<file path="src/sv/fiolw_pkg.sv">
// Shared types and constants for the framed IO link with watchdog.
package fiolw_pkg;

    localparam logic [7:0] HEAD_BYTE = 8'hAA;
    localparam logic [7:0] TAIL_BYTE = 8'h55;

    localparam logic [15:0] TIMEOUT_RESET = 16'd500;
    localparam logic [15:0] PERIOD_RESET  = 16'd50;
    localparam logic [7:0]  CODE_RESET    = 8'h01;
    localparam logic [15:0] COUNT_MAX     = 16'hFFFF;

    localparam int FRAME_BYTES = 6;

    typedef enum logic [1:0] {
        ACT_BYTE = 2'd0,
        ACT_TICK = 2'd1,
        ACT_SAFE = 2'd2,
        ACT_NONE = 2'd3
    } action_t;

    typedef enum logic [1:0] {
        REG_TIMEOUT = 2'd0,
        REG_PERIOD  = 2'd1,
        REG_CODE    = 2'd2,
        REG_UNUSED  = 2'd3
    } reg_index_t;

    // Result of the command frame parser for one byte.
    typedef struct packed {
        logic       ok;
        logic [7:0] map;
    } rx_result_t;

    // Contents handed to the status frame sender on a report tick.
    typedef struct packed {
        logic [7:0] code;
        logic [7:0] pins_inv;
        logic [7:0] drive;
    } tx_load_t;

endpackage

</file>
<file path="src/sv/fiolw_rx.sv">
// Command frame parser: hunts for head, collects bytes, checks sum and tail.
module fiolw_rx
    import fiolw_pkg::*;
(
    input  logic       clk,
    input  logic       rst_n,
    input  logic       strobe,
    input  logic [7:0] rx_byte,
    output rx_result_t result
);

    logic [2:0] pos_reg;
    logic [2:0] pos_next;
    logic [7:0] bytes_reg [5];
    logic [7:0] sum;
    logic       frame_end;

    assign frame_end = (pos_reg >= 3'd5);
    assign sum = bytes_reg[0] + bytes_reg[1] + bytes_reg[2] + bytes_reg[3];

    always_comb
    begin
        pos_next = pos_reg;
        if (strobe)
        begin
            if (pos_reg == 3'd0)
            begin
                if (rx_byte == HEAD_BYTE)
                begin
                    pos_next = 3'd1;
                end
            end
            else if (!frame_end)
            begin
                pos_next = pos_reg + 3'd1;
            end
            else
            begin
                pos_next = 3'd0;
            end
        end
    end

    assign result.ok  = strobe && frame_end && (sum == bytes_reg[4]) && (rx_byte == TAIL_BYTE);
    assign result.map = bytes_reg[2];

    always_ff @(posedge clk or negedge rst_n)
    begin
        if (!rst_n)
        begin
            pos_reg <= 3'd0;
        end
        else
        begin
            pos_reg <= pos_next;
        end
    end

    // Frame bytes carry no reset; an unwritten slot is never read.
    always_ff @(posedge clk)
    begin
        if (strobe && !frame_end)
        begin
            if (pos_reg != 3'd0 || rx_byte == HEAD_BYTE)
            begin
                bytes_reg[pos_reg] <= rx_byte;
            end
        end
    end

endmodule

</file>
<file path="src/sv/fiolw_tx.sv">
// Status frame sender: holds one frame and plays it out a beat at a time.
module fiolw_tx
    import fiolw_pkg::*;
(
    input  logic        clk,
    input  logic        rst_n,
    input  logic        load,
    input  tx_load_t    load_data,
    output logic        can_load,
    output logic        m_tvalid,
    input  logic        m_tready,
    output logic [15:0] m_tdata,   // [7:0] tx_byte, [15:8] output_drive
    output logic        m_tlast
);

    localparam logic [2:0] LAST_IDX = 3'(FRAME_BYTES - 1);

    logic       busy_reg;
    logic       busy_next;
    logic [2:0] idx_reg;
    logic [2:0] idx_next;
    tx_load_t   data_reg;
    logic [7:0] sum_reg;
    logic [7:0] tx_byte;
    logic       take;

    assign take     = busy_reg && m_tready;
    assign m_tlast  = busy_reg && (idx_reg == LAST_IDX);
    assign can_load = !busy_reg || (take && idx_reg == LAST_IDX);

    always_comb
    begin
        busy_next = busy_reg;
        idx_next  = idx_reg;
        if (take)
        begin
            if (idx_reg == LAST_IDX)
            begin
                busy_next = 1'b0;
                idx_next  = 3'd0;
            end
            else
            begin
                idx_next = idx_reg + 3'd1;
            end
        end
        if (load)
        begin
            busy_next = 1'b1;
            idx_next  = 3'd0;
        end
    end

    always_comb
    begin
        case (idx_reg)
            3'd0:    tx_byte = HEAD_BYTE;
            3'd1:    tx_byte = data_reg.code;
            3'd2:    tx_byte = 8'h00;
            3'd3:    tx_byte = data_reg.pins_inv;
            3'd4:    tx_byte = sum_reg;
            default: tx_byte = TAIL_BYTE;
        endcase
    end

    assign m_tvalid = busy_reg;
    assign m_tdata  = {data_reg.drive, tx_byte};

    always_ff @(posedge clk or negedge rst_n)
    begin
        if (!rst_n)
        begin
            busy_reg <= 1'b0;
            idx_reg  <= 3'd0;
        end
        else
        begin
            busy_reg <= busy_next;
            idx_reg  <= idx_next;
        end
    end

    always_ff @(posedge clk)
    begin
        if (load)
        begin
            data_reg <= load_data;
            sum_reg  <= HEAD_BYTE + load_data.code + load_data.pins_inv;
        end
    end

endmodule

</file>
<file path="src/sv/framed_io_link_with_watchdog_core.sv">
// Top level: item register, watchdog and report logic, status frame output.
// An item is registered, then processed from the item register; a report tick loads
//   the status frame sender, which then sends one beat per cycle while m_tready is high.
// Throughput: one input beat per cycle; a report tick waits only for the previous
//   six-beat status frame to drain.
// Reset (rst_n, async active low): registers 500/50/1, parser hunting, map and
//   counters zero, pending flag set, no status frame in flight.
module framed_io_link_with_watchdog_core
    import fiolw_pkg::*;
(
    input  logic        clk,
    input  logic        rst_n,
    input  logic        s_tvalid,
    output logic        s_tready,
    input  logic [15:0] s_tdata,   // [7:0] rx_byte, [15:8] input_pins
    input  logic [1:0]  s_tuser,   // [1:0] action
    output logic        m_tvalid,
    input  logic        m_tready,
    output logic [15:0] m_tdata,   // [7:0] tx_byte, [15:8] output_drive
    output logic        m_tlast,
    input  logic        psel,
    input  logic        penable,
    input  logic        pwrite,
    input  logic [3:0]  paddr,
    input  logic [31:0] pwdata,
    output logic [31:0] prdata,
    output logic        pready
);

    logic [15:0] timeout_reg;
    logic [15:0] period_reg;
    logic [7:0]  code_reg;

    logic        in_valid_reg;
    action_t     act_reg;
    logic [7:0]  rx_reg;
    logic [7:0]  pins_reg;

    logic [7:0]  pending_map_reg;
    logic [7:0]  pending_map_next;
    logic        pending_flag_reg;
    logic        pending_flag_next;
    logic [15:0] since_reg;
    logic [15:0] since_next;
    logic [15:0] period_cnt_reg;
    logic [15:0] period_cnt_next;
    logic [7:0]  applied_reg;
    logic [7:0]  applied_next;

    logic [15:0] since_inc;
    logic [15:0] period_inc;
    logic        is_tick;
    logic        is_report;
    logic        proc_fire;
    logic        tx_can_load;
    rx_result_t  rx_res;
    tx_load_t    tx_data;
    reg_index_t  cfg_idx;
    logic        cfg_write;

    // ---------------- configuration port ----------------
    assign pready    = 1'b1;
    assign cfg_idx   = reg_index_t'(paddr[3:2]);
    assign cfg_write = psel && penable && pwrite && pready;

    always_comb
    begin
        case (cfg_idx)
            REG_TIMEOUT: prdata = {16'd0, timeout_reg};
            REG_PERIOD:  prdata = {16'd0, period_reg};
            REG_CODE:    prdata = {24'd0, code_reg};
            default:     prdata = 32'd0;
        endcase
    end

    always_ff @(posedge clk or negedge rst_n)
    begin
        if (!rst_n)
        begin
            timeout_reg <= TIMEOUT_RESET;
            period_reg  <= PERIOD_RESET;
            code_reg    <= CODE_RESET;
        end
        else if (cfg_write)
        begin
            case (cfg_idx)
                REG_TIMEOUT: timeout_reg <= pwdata[15:0];
                REG_PERIOD:  period_reg  <= pwdata[15:0];
                REG_CODE:    code_reg    <= pwdata[7:0];
                default:     ;
            endcase
        end
    end

    // ---------------- item register ----------------
    assign is_tick    = in_valid_reg && (act_reg == ACT_TICK);
    assign since_inc  = (since_reg == COUNT_MAX) ? since_reg : since_reg + 16'd1;
    assign period_inc = (period_cnt_reg == COUNT_MAX) ? period_cnt_reg
                                                      : period_cnt_reg + 16'd1;
    assign is_report  = is_tick && (period_inc >= period_reg);
    // A report only stalls when the previous status frame is still draining.
    assign proc_fire  = in_valid_reg && (!is_report || tx_can_load);
    assign s_tready   = !in_valid_reg || proc_fire;

    always_ff @(posedge clk or negedge rst_n)
    begin
        if (!rst_n)
        begin
            in_valid_reg <= 1'b0;
        end
        else if (s_tready)
        begin
            in_valid_reg <= s_tvalid;
        end
    end

    always_ff @(posedge clk)
    begin
        if (s_tready && s_tvalid)
        begin
            act_reg  <= action_t'(s_tuser);
            rx_reg   <= s_tdata[7:0];
            pins_reg <= s_tdata[15:8];
        end
    end

    fiolw_rx u_rx
    (
        .clk     (clk),
        .rst_n   (rst_n),
        .strobe  (proc_fire && act_reg == ACT_BYTE),
        .rx_byte (rx_reg),
        .result  (rx_res)
    );

    // ---------------- watchdog and report ----------------
    always_comb
    begin
        pending_map_next  = pending_map_reg;
        pending_flag_next = pending_flag_reg;
        since_next        = since_reg;
        period_cnt_next   = period_cnt_reg;
        applied_next      = applied_reg;
        if (proc_fire)
        begin
            case (act_reg)
                ACT_BYTE:
                begin
                    if (rx_res.ok)
                    begin
                        pending_map_next  = rx_res.map;
                        pending_flag_next = 1'b1;
                        since_next        = 16'd0;
                    end
                end
                ACT_SAFE:
                begin
                    pending_map_next  = 8'd0;
                    pending_flag_next = 1'b1;
                    since_next        = 16'd0;
                end
                ACT_TICK:
                begin
                    since_next      = since_inc;
                    period_cnt_next = period_inc;
                    if (is_report)
                    begin
                        period_cnt_next   = 16'd0;
                        pending_flag_next = 1'b0;
                        if (pending_flag_reg)
                        begin
                            applied_next = pending_map_reg;
                        end
                        if (since_inc > timeout_reg)
                        begin
                            applied_next = 8'd0;
                        end
                    end
                end
                default: ;
            endcase
        end
    end

    always_ff @(posedge clk or negedge rst_n)
    begin
        if (!rst_n)
        begin
            pending_map_reg  <= 8'd0;
            pending_flag_reg <= 1'b1;
            since_reg        <= 16'd0;
            period_cnt_reg   <= 16'd0;
            applied_reg      <= 8'd0;
        end
        else
        begin
            pending_map_reg  <= pending_map_next;
            pending_flag_reg <= pending_flag_next;
            since_reg        <= since_next;
            period_cnt_reg   <= period_cnt_next;
            applied_reg      <= applied_next;
        end
    end

    assign tx_data.code     = code_reg;
    assign tx_data.pins_inv = ~pins_reg;
    assign tx_data.drive    = ~applied_next;

    fiolw_tx u_tx
    (
        .clk       (clk),
        .rst_n     (rst_n),
        .load      (proc_fire && is_report),
        .load_data (tx_data),
        .can_load  (tx_can_load),
        .m_tvalid  (m_tvalid),
        .m_tready  (m_tready),
        .m_tdata   (m_tdata),
        .m_tlast   (m_tlast)
    );

`ifndef ASSERT_OFF
    // A new status frame never overwrites beats still waiting to go out.
    a_no_overrun: assert property (@(posedge clk) disable iff (!rst_n)
        (proc_fire && is_report) |-> (!m_tvalid || (m_tready && m_tlast)))
        else $error("status frame loaded over an undelivered frame");

    // Every report consumes the pending map.
    a_flag_clear: assert property (@(posedge clk) disable iff (!rst_n)
        (proc_fire && is_report) |=> !pending_flag_reg)
        else $error("pending flag survived a report");

    // Output drive is constant within one status frame.
    a_drive_frame: assert property (@(posedge clk) disable iff (!rst_n)
        (m_tvalid && m_tready && !m_tlast) |=>
        (m_tvalid && m_tdata[15:8] == $past(m_tdata[15:8])))
        else $error("output drive changed inside a status frame");
`endif

endmodule

</file>
<file path="config.mk">
export PLATFORM = sky130hd
export DESIGN_NAME = framed_io_link_with_watchdog_core
export DESIGN_NICKNAME = d
export VERILOG_FILES = /design/src/sv/fiolw_pkg.sv /design/src/sv/fiolw_rx.sv /design/src/sv/fiolw_tx.sv /design/src/sv/framed_io_link_with_watchdog_core.sv
export SDC_FILE = /design/constraint.sdc
export NUM_CORES = 1
export LEC_CHECK = 0
export BUFFER_PORTS_ARGS = -buffer_cell sky130_fd_sc_hd__buf_2
export CORE_ASPECT_RATIO = 0.5
export CORE_MARGIN = 1.5
export CORE_UTILIZATION = 30
export CTS_CLUSTER_DIAMETER = 60
export DETAILED_ROUTE_END_ITERATION = 12
export PLACE_DENSITY = 0.51
export REMOVE_ABC_BUFFERS = 1
export SYNTH_ARGS = -nofsm -noshare
export SYNTH_HDL_FRONTEND = slang
export SYNTH_SLANG_ARGS = --single-unit
</file>
<file path="constraint.sdc">
create_clock -name clk -period 6.4 [get_ports clk]
set_clock_uncertainty 0.1 [all_clocks]
set_input_delay 1.28 -clock clk [delete_from_list [all_inputs] [get_ports clk]]
set_output_delay 1.28 -clock clk [all_outputs]
set_load 0.01 [all_outputs]
</file>
# Word-level counts from Yosys, hierarchy flattened
# Memories as Yosys holds them, arrays and structs flattened.
# Index checks and enable logic that the tools add are counted.
[totals]
mem_bits_rw = 40
mem_count = 1
reg_bits = 147
output_inout_bits = 52
[classes]
bitwise = 2
n_mux = 29
magnitude_cmp = 3
n_eq_ne = 17
addsub = 9
n_reduce_logical = 41
[memory_table]
columns = ["memory", "depth", "width", "rd", "rd_clocked_by_memory_dff", "write_ports", "line", "text"]
rows = [
  ["u_rx.bytes_reg", 5, 8, 5, 0, 1, "fiolw_rx.sv:14", "logic [7:0] bytes_reg [5];"],
]
[ops]
columns = ["op", "count"]
rows = [
  ["$pmux 16 s3", 2],
  ["$mux 16", 4],
  ["$mux 8", 6],
  ["$pmux 8 s5", 1],
  ["$add 16x1->16 const B", 2],
  ["$add 8x8->8", 4],
  ["$eq 16x16->1 const B", 2],
  ["$mux 3", 6],
  ["$ge 16x16->1", 1],
  ["$gt 16x16->1", 1],
  ["$not 8->8", 2],
  ["$pmux 8 s2", 1],
  ["$logic_and 1x1->1", 15],
  ["$reduce_and 2->1", 6],
  ["$add 8x8->8 const A", 1],
  ["$eq 8x7->1 const B", 1],
  ["$eq 8x8->1", 1],
  ["$eq 8x8->1 const B", 1],
  ["$mux 1", 8],
  ["$add 3x1->3 const B", 2],
  ["$eq 3x2->1 const B", 2],
  ["$eq 3x3->1 const B", 2],
  ["$logic_not 3->1", 2],
  ["$ne 2x2->1 const B", 3],
  ["12 further kinds", 25],
]

# Depth between registers and ports, before layout
# Gate-level depths: netlist of run 1.
[logic_depth]
ltp_word = 13
depth_mapped = 19
depth_no_buf = 15

# Modules after synthesis
# From an unflattened synthesis of run 1, not the netlist that was laid out.
[hier_totals]
hier_cells = 968
hier_area_um2 = 10456.3
[by_module_without_submodules]
columns = ["mod", "n_inst", "cells_each", "seq_area_each_um2", "area_each_um2"]
rows = [
  ["framed_io_link_with_watchdog_core", 1, 676, 2806.4, 6437.4],
  ["fiolw_rx", 1, 138, 1276.2, 2189.6],
  ["fiolw_tx", 1, 154, 1061.0, 1829.3],
]

# Worst setup path before layout of run 1
# Ideal clock, no wire load.
[synth_path]
path_kind = "flip-flop to flip-flop"
from = "register period_cnt_reg[2]"
to = "register u_tx.data_reg (netlist bit u_tx.m_tdata[10]) (data pin)"
n_path_buf = 4
path_slack_ps = 831
synth_period_minus_slack_ps = 5569
stages_incl_launch_ff = 19
arrival_time_ps = 5191
cell_sequence = "dfrtp_1 > clkbuf_1 > and4_1 > and3_1 > and3_1 > clkbuf_1 > a21boi_1 > nand3_1 > xnor2_1 > ha_1 > nand4_1 > nor2_1 > o2111ai_1 > o21a_1 > nor2_1 > and3b_1 > clkbuf_1 > clkbuf_1 > a22oi_1"
[synth_lines]
columns = ["element", "line", "text"]
rows = [
  ["from (decl)", "framed_io_link_with_watchdog_core.sv:45", "logic [15:0] period_cnt_reg;"],
  ["from (signal assigned)", "framed_io_link_with_watchdog_core.sv:200", "period_cnt_reg <= period_cnt_next;"],
  ["to (signal assigned)", "fiolw_tx.sv:87", "data_reg <= load_data;"],
  ["to (decl)", "fiolw_tx.sv:22", "tx_load_t data_reg;"],
]

# Final worst setup path of run 1
[layout_path]
from = "register period_cnt_reg[2]"
to = "output s_tready"
[layout_via]
elab_chain_cells = 8
[layout_lines]
columns = ["element", "line", "text"]
rows = [
  ["$add 16x1->16 or $eq 16x16->1 (tied branches)", "framed_io_link_with_watchdog_core.sv:99, framed_io_link_with_watchdog_core.sv:98", ""],
  ["$mux 16 (*)", "framed_io_link_with_watchdog_core.sv:98", "assign period_inc = (period_cnt_reg == COUNT_MAX) ? period_cnt_reg"],
  ["$ge 16x16->1 (*)", "framed_io_link_with_watchdog_core.sv:100", "assign is_report = is_tick && (period_inc >= period_reg);"],
  ["$logic_and 1x1->1 (*)", "framed_io_link_with_watchdog_core.sv:100", ""],
  ["$logic_not 1->1 (*)", "framed_io_link_with_watchdog_core.sv:102", "assign proc_fire = in_valid_reg && (!is_report || tx_can_load);"],
  ["$logic_or 1x1->1 (*)", "framed_io_link_with_watchdog_core.sv:102", ""],
  ["$logic_and 1x1->1 (*)", "framed_io_link_with_watchdog_core.sv:102", ""],
  ["$logic_or 1x1->1 (*)", "framed_io_link_with_watchdog_core.sv:103", "assign s_tready = !in_valid_reg || proc_fire;"],
  ["to (decl)", "framed_io_link_with_watchdog_core.sv:14", "output logic s_tready,"],
]
# Mark *: on every way between the ends. The rest lies on a longest branch, timed or not.

==> results of run 1 <==
synth_stat cells, types with 11 or more instances:
cell type	number	area [um^2]
xnor2_1	30	263
a22o_1	11	96.3
mux2i_1	16	160
dfstp_2	11	289
clkbuf_1	33	124
nand2_1	115	432
a21oi_1	38	190
dfrtp_1	86	2150
o21ai_0	80	400
nand4_1	11	68.8
fa_1	15	300
nand3_1	23	115
buf_4	25	188
a21o_1	11	82.6
nor2_1	36	135
ha_1	58	726
mux2_2	13	146
a22oi_1	12	90.1
inv_1	95	357
edfxtp_1	90	2700
power breakdown:
part | switching (mW) | leakage (nW) | internal, mW
registers | 0.114 | 2.09 | 1.39
clock network | 0.485 | 0.307 | 0.632
logic | 0.441 | 2.56 | 0.313
metal layers:
| metal | GRT usage (%) | part of all wire (%) |
|---|---|---|
| met1 | 17.3 | 46 |
| met2 | 23.6 | 51 |
| met3 | 2.72 | 2.5 |
| met4 | 4.50 | 0.89 |
| met5 | 0 | 0 |
worst register-to-register path, stage by stage (launching register included):
cell and delay [ns]:
dfrtp_1 0.47, and4_1 0.30, nand3_1 0.17, nor2_1 0.21, nand2_1 0.36, nand2_1 0.35
nor2_1 0.09, xor2_1 0.16, ha_1 0.29, nand4_1 0.13, nor2_1 0.16, o2111ai_1 0.16
o21a_1 0.28, buf_4 0.19, nor2_4 0.80, o21ai_1 0.68, a22oi_1 0.41
final cells by class:
| type | instances | area, um^2 |
|---|---|---|
| fill | 3336 | 21700 |
| sequential | 187 | 5140 |
| multi-input combinational | 640 | 4470 |
| tap | 441 | 552 |
| timing repair buffer | 90 | 485 |
| clock buffer | 20 | 479 |
| inverter | 95 | 357 |
| clock inverter | 12 | 144 |
kinds of logic (layout without fill, tap and decap cells):
| family | count (synthesis) | count (layout) | synth area share [%] |
|---|---|---|---|
| AND/OR/NAND/NOR | 265 | 265 | 12.9 |
| AO/OA/AOI/OAI | 216 | 216 | 13.4 |
| flip-flops | 187 | 187 | 50.3 |
| buffers and inverters | 157 | 217 | 6.77 |
| adder cells (fa/ha/maj) | 73 | 73 | 10.0 |
| XOR/XNOR | 40 | 40 | 3.43 |
| multiplexers | 29 | 29 | 3.00 |
| other | 2 | 17 | 0.0735 |
how the worst max path moves through the flow:
| stage | start | to | cells after the start |
|---|---|---|---|
| 2_1_floorplan | period_cnt_reg[5] | applied_reg[0] | 14 |
| 4_1_cts | period_cnt_reg[2] | s_tready | 15 |
| 3_3_place_gp | period_cnt_reg[2] | s_tready | 15 |
| 5_1_grt | period_cnt_reg[2] | s_tready | 15 |
| 6_report | period_cnt_reg[2] | s_tready | 15 |
| 3_5_place_dp | period_cnt_reg[2] | s_tready | 15 |
stage by stage:
step | area (um^2) | util, % | hold slack [ns]
after floorplan | 9940 | - | 0.363
after global placement | 11000 | 33.1 | 0.388
after detailed placement | 11000 | 33.1 | 0.391
after CTS | 11600 | 34.9 | 0.412
after global routing | 11600 | 34.9 | 0.422
final | 11600 | 34.9 | 0.404
==> reports/metrics.yaml, run 1 <==
cpPeakStageDelay_ns: 0.81
p_per_area_nw_per_um2: 290
antenna_left: 0
crit_path_max_fanout: 9
postSynthCellCount: 969
finalSetupTns_ns: 0
via_count: 6989
critPathLaunchType: "register"
dieArea_um2: 35200
grt_pass1_vias: 7052
hold_path.class: "register to register"
yosysUniqueCellTypes: 64
fin_crit_sh_pct: 93.8
hp-start: "pending_flag_reg"
yosys_warnings: 0
p_total_mw: 3.38
globalplace.congestion: 0.791
initial_core_util_pct: 30.7
ys_async_sr_fraction_pct: 51.9
area_growth_pct: 13.8
irDropWorstVdd_mv: 0.188
grt_max_degree: 59
r2r_end: "u_tx.m_tdata[12]"
pin_count: 113
insertion_delay_ns: 0.45
hold_viol_final: 0
grt_antenna_before_repair: 0
crit_path_frequent_cell: "and3_1"
hold_depth: 2
largest_reg_flops: 40
reg2reg_from: "period_cnt_reg[2]"
worstRegToRegCells: 16
clockBufferDepth: 2
cts_setup_buffers: 0
chipWidth_um: 264
worstMarginPinSlew_ns: 1.12
crit_slowest_cell: "a2111oi_0"
diodes: 0
drc: 0
core_um2: 33300
numCtsBuffers: 17
dp.cells: 1453
path_cells: "and4_1 -> and3_1 -> and3_1 -> a21boi_1 -> nand3_1 -> xnor2_1 -> ha_1 -> a21oi_1 -> o21ai_0 -> a2111oi_0 -> o21a_1 -> nand2b_1 -> nor2_1 -> inv_1 -> buf_2"
grt_pass1_wl_mm: 37.5
dominantRegCellSynth: "edfxtp_1"
ys_seq_area_share_pct: 50.3
layout_commonest_cell: "nand2_1"
hpwlAfterDp_mm: 16.8
final_cell_mix: "115 x nand2_1, 95 x inv_1, 90 x edfxtp_1"
rsz0062_at_grt: "no"
whs_endpoint: "pending_flag_reg"
crit_path_end_kind: "output port"
reg2reg_slack_ns: 0.89
critPathTopFamily: "compound AO/OA/AOI/OAI gates"
fp.dieH_um: 134
dp_slack_ns: 0.864
cp_num_buf_inv: 2
setup_viol: 0
synth_area_per_cell_um2: 10.5
finalNonFillerCells: 1485
io_buffers: 77
cts.sinks: 187
min_period_ns: 6.00
path_class: "register to output port"
post_cts_resized: 0
drt_iter0_markers: 413
wl_per_cell_um: 15.4
cts-root-buf: "clkbuf_16"
status: "complete, no violations"
via_per_inst: 4.71
cts_tree: "built"
drv_cap: 0
first_pass_iters: 5
synth_edf_count: 90
hold_buffers: 0
cp.arrival_ns: 4.62
p_leak_nw: 4.95
slew_headroom_pct: 25.1
grt_usage_pct: 13.7
required_ns: 5.02
drt-total-wl_mm: 22.9
slew_viol_final: 0
fin_nets: 1165
grt_overflow: 0
rows: 47
path_clk_slew_ns: 0.07
ys_ff_latch: 187
setup_ws_ns: 0.397
drive_gt1_share_pct: 16.2
syn-cell-area_um2: 10200
h-tree-depth: 4
fmax_ghz: 0.167
No activity file was read; power rests on OpenSTA's default activity.
==> run 2, diff against run 1 <==
--- a/config.mk
+++ b/config.mk
@@ -5,13 +5,13 @@
 export SDC_FILE = /design/constraint.sdc
 export NUM_CORES = 1
 export LEC_CHECK = 0
-export BUFFER_PORTS_ARGS = -buffer_cell sky130_fd_sc_hd__buf_2
 export CORE_ASPECT_RATIO = 0.5
 export CORE_MARGIN = 1.5
 export CORE_UTILIZATION = 30
 export CTS_CLUSTER_DIAMETER = 60
 export DETAILED_ROUTE_END_ITERATION = 12
-export PLACE_DENSITY = 0.51
+export DONT_BUFFER_PORTS = 1
+export PLACE_DENSITY = 0.49
 export REMOVE_ABC_BUFFERS = 1
 export SYNTH_ARGS = -nofsm -noshare
 export SYNTH_HDL_FRONTEND = slang
==> constraint.sdc (replaced) <==
create_clock -name clk -period 5.7 [get_ports clk]
set_clock_uncertainty 0.1 [all_clocks]
set_input_delay 1.14 -clock clk [delete_from_list [all_inputs] [get_ports clk]]
set_output_delay 1.14 -clock clk [all_outputs]
set_load 0.01 [all_outputs]
==> reports/metrics.yaml, run 2 (same netlist as run 1, synthesis figures left out) <==
path_cells: "and4_1 -> and3_1 -> and3_1 -> nand4_1 -> xnor2_1 -> nand2_1 -> ha_1 -> a211oi_1 -> nor2_1 -> a2111oi_1 -> buf_4 -> o21a_1 -> nand2b_1 -> nor2_1 -> inv_1"
worstMarginPinSlew_ns: 1.07
hold_path.class: "primary input to asynchronous set/reset pin"
worstRegToRegCells: 18
cts_tree: "built"
cp_num_buf_inv: 2
finalNonFillerCells: 1415
fp.dieH_um: 134
initial_core_util_pct: 30.7
grt_antenna_before_repair: 1
grt_max_degree: 98
cts-root-buf: "clkbuf_16"
io_buffers: 0
layout_commonest_cell: "nand2_1"
cp.arrival_ns: 4.09
hold_buffers: 0
hold_viol_final: 0
first_pass_iters: 5
dp_slack_ns: 0.770
irDropWorstVdd_mv: 0.174
slew_viol_final: 0
status: "complete, no violations"
finalSetupTns_ns: 0
grt_overflow: 0
setup_viol: 0
dpl_cell_area_um2: 10700
h-tree-depth: 4
critPathLaunchType: "register"
numCtsBuffers: 17
via_count: 6837
cts.sinks: 187
drive_gt1_share_pct: 10.2
core_um2: 33300
insertion_delay_ns: 0.44
hpwlAfterDp_mm: 16.7
grt_pass1_wl_mm: 37.0
grt_usage_pct: 13.6
min_period_ns: 5.33
fin_crit_sh_pct: 93.6
crit_slowest_cell: "dfrtp_1"
wl_per_cell_um: 16.1
antenna_left: 0
path_clk_slew_ns: 0.07
p_per_area_nw_per_um2: 336
startpoint: "period_cnt_reg[2]"
globalplace.congestion: 0.813
drc: 0
area_growth_pct: 11.0
critPathTopFamily: "simple AND/OR/NAND/NOR gates"
reg2reg_from: "period_cnt_reg[2]"
reg2reg_slack_ns: 0.96
endpoint: "s_tready"
rows: 47
pin_count: 113
design_area_um2: 11300
rsz0062_at_grt: "no"
drt-total-wl_mm: 22.8
cpPeakStageDelay_ns: 0.47
clockBufferDepth: 2
slew_headroom_pct: 28.6
nFillCells: 3297
grt_pass1_vias: 6690
worstSetupPathDepth: 15
crit_path_end_kind: "output port"
fmax_ghz: 0.187
largest_reg_flops: 40
drt_iter0_markers: 358
dieArea_um2: 35200
chipWidth_um: 264
crit_path_max_fanout: 8
required_ns: 4.46
p_leak_nw: 4.67
r2r_end: "since_reg[13]"
path_class: "register to output port"
drv_cap: 0
via_per_inst: 4.83
setup_ws_ns: 0.366
dp.cells: 1382
final_cell_mix: "115 x nand2_1, 95 x inv_1, 90 x edfxtp_1"
fin_nets: 1094
[run 2: changes by cell type in the layout (fill, tap and decap cells not counted), moves of 3 or more]
| cell | before | now |
|---|---|---|
| buf_4 | 14 | 19 |
| buf_2 | 76 | 0 |
| clkinvlp_4 | 0 | 3 |
| bufinv_16 | 2 | 6 |
| inv_6 | 6 | 2 |
[run 2: how the worst min path moves through the flow]
stage	to	slack (ns)	from	cells past startpoint
final	period_cnt_reg[3]	0.29	rst_n	0
after global routing	period_reg[14]	0.25	rst_n	0
after CTS	period_cnt_reg[2]	0.25	rst_n	0
after detailed placement	pending_flag_reg	0.39	pending_flag_reg	2
after global placement	u_tx.data_reg[19]	0.38	code_reg[3]	0
after floorplan	u_tx.data_reg[17]	0.36	code_reg[1]	0
[run 2: where the power goes]
group	internal (mW)	total [mW]	switching [mW]
clock	0.836	1.38	0.543
sequential	1.56	1.69	0.128
combinational	0.297	0.747	0.449
total	2.70	3.82	1.12
[run 2: routing by layer]
| layer | routed length, um | track usage [%] | up-vias | part of all wire [%] |
|---|---|---|---|---|
| met5 | 0 | 0 | - | 0 |
| met2 | 11200 | 22.5 | 100 | 49 |
| met4 | 450 | 4.34 | 0 | 2.0 |
| li1 | - | - | 3362 | - |
| met1 | 10500 | 17.3 | 3344 | 46 |
| met3 | 731 | 3.62 | 31 | 3.2 |
[run 2: what timing repair did]
| action | CTS | global route |
|---|---|---|
| buffers inserted | 0 | 0 |
| endpoints found under the setup margin | 0 | 1 |
| resized for setup | 0 | 1 |
[run 2: per-stage QoR]
step                      power [mW]  util [%]  hold WS (ns)
after floorplan                 2.26         -         0.363
after global placement          2.45      32.0         0.381
after detailed placement        2.47      32.0         0.385
after CTS                       3.87      34.1         0.254
after global routing            4.05      34.1         0.247
final                           3.82      34.1         0.288
[run 2: area by class of cell]
type                    count  area [um^2]  share of cell area, %
flip-flops and latches    187         5140                   45.3
multi-input cells         640         4470                   39.4
well taps                 441          552                   4.86
clock buffers              18          439                   3.87
inverters                  95          357                   3.14
clock inverters            14          239                   2.11
repair buffers             19          143                   1.26
diodes                      1         2.50                 0.0221
[run 2: worst reg2reg max path: cells and delay by family (launching register included)]
family,cells,cell delay [ns]
AND/OR/NAND/NOR,9,1.73
AO/OA/AOI/OAI,4,1.25
buffers and inverters,3,0.66
flip-flops,1,0.47
adder cells (fa/ha/maj),1,0.31
XOR/XNOR,1,0.14
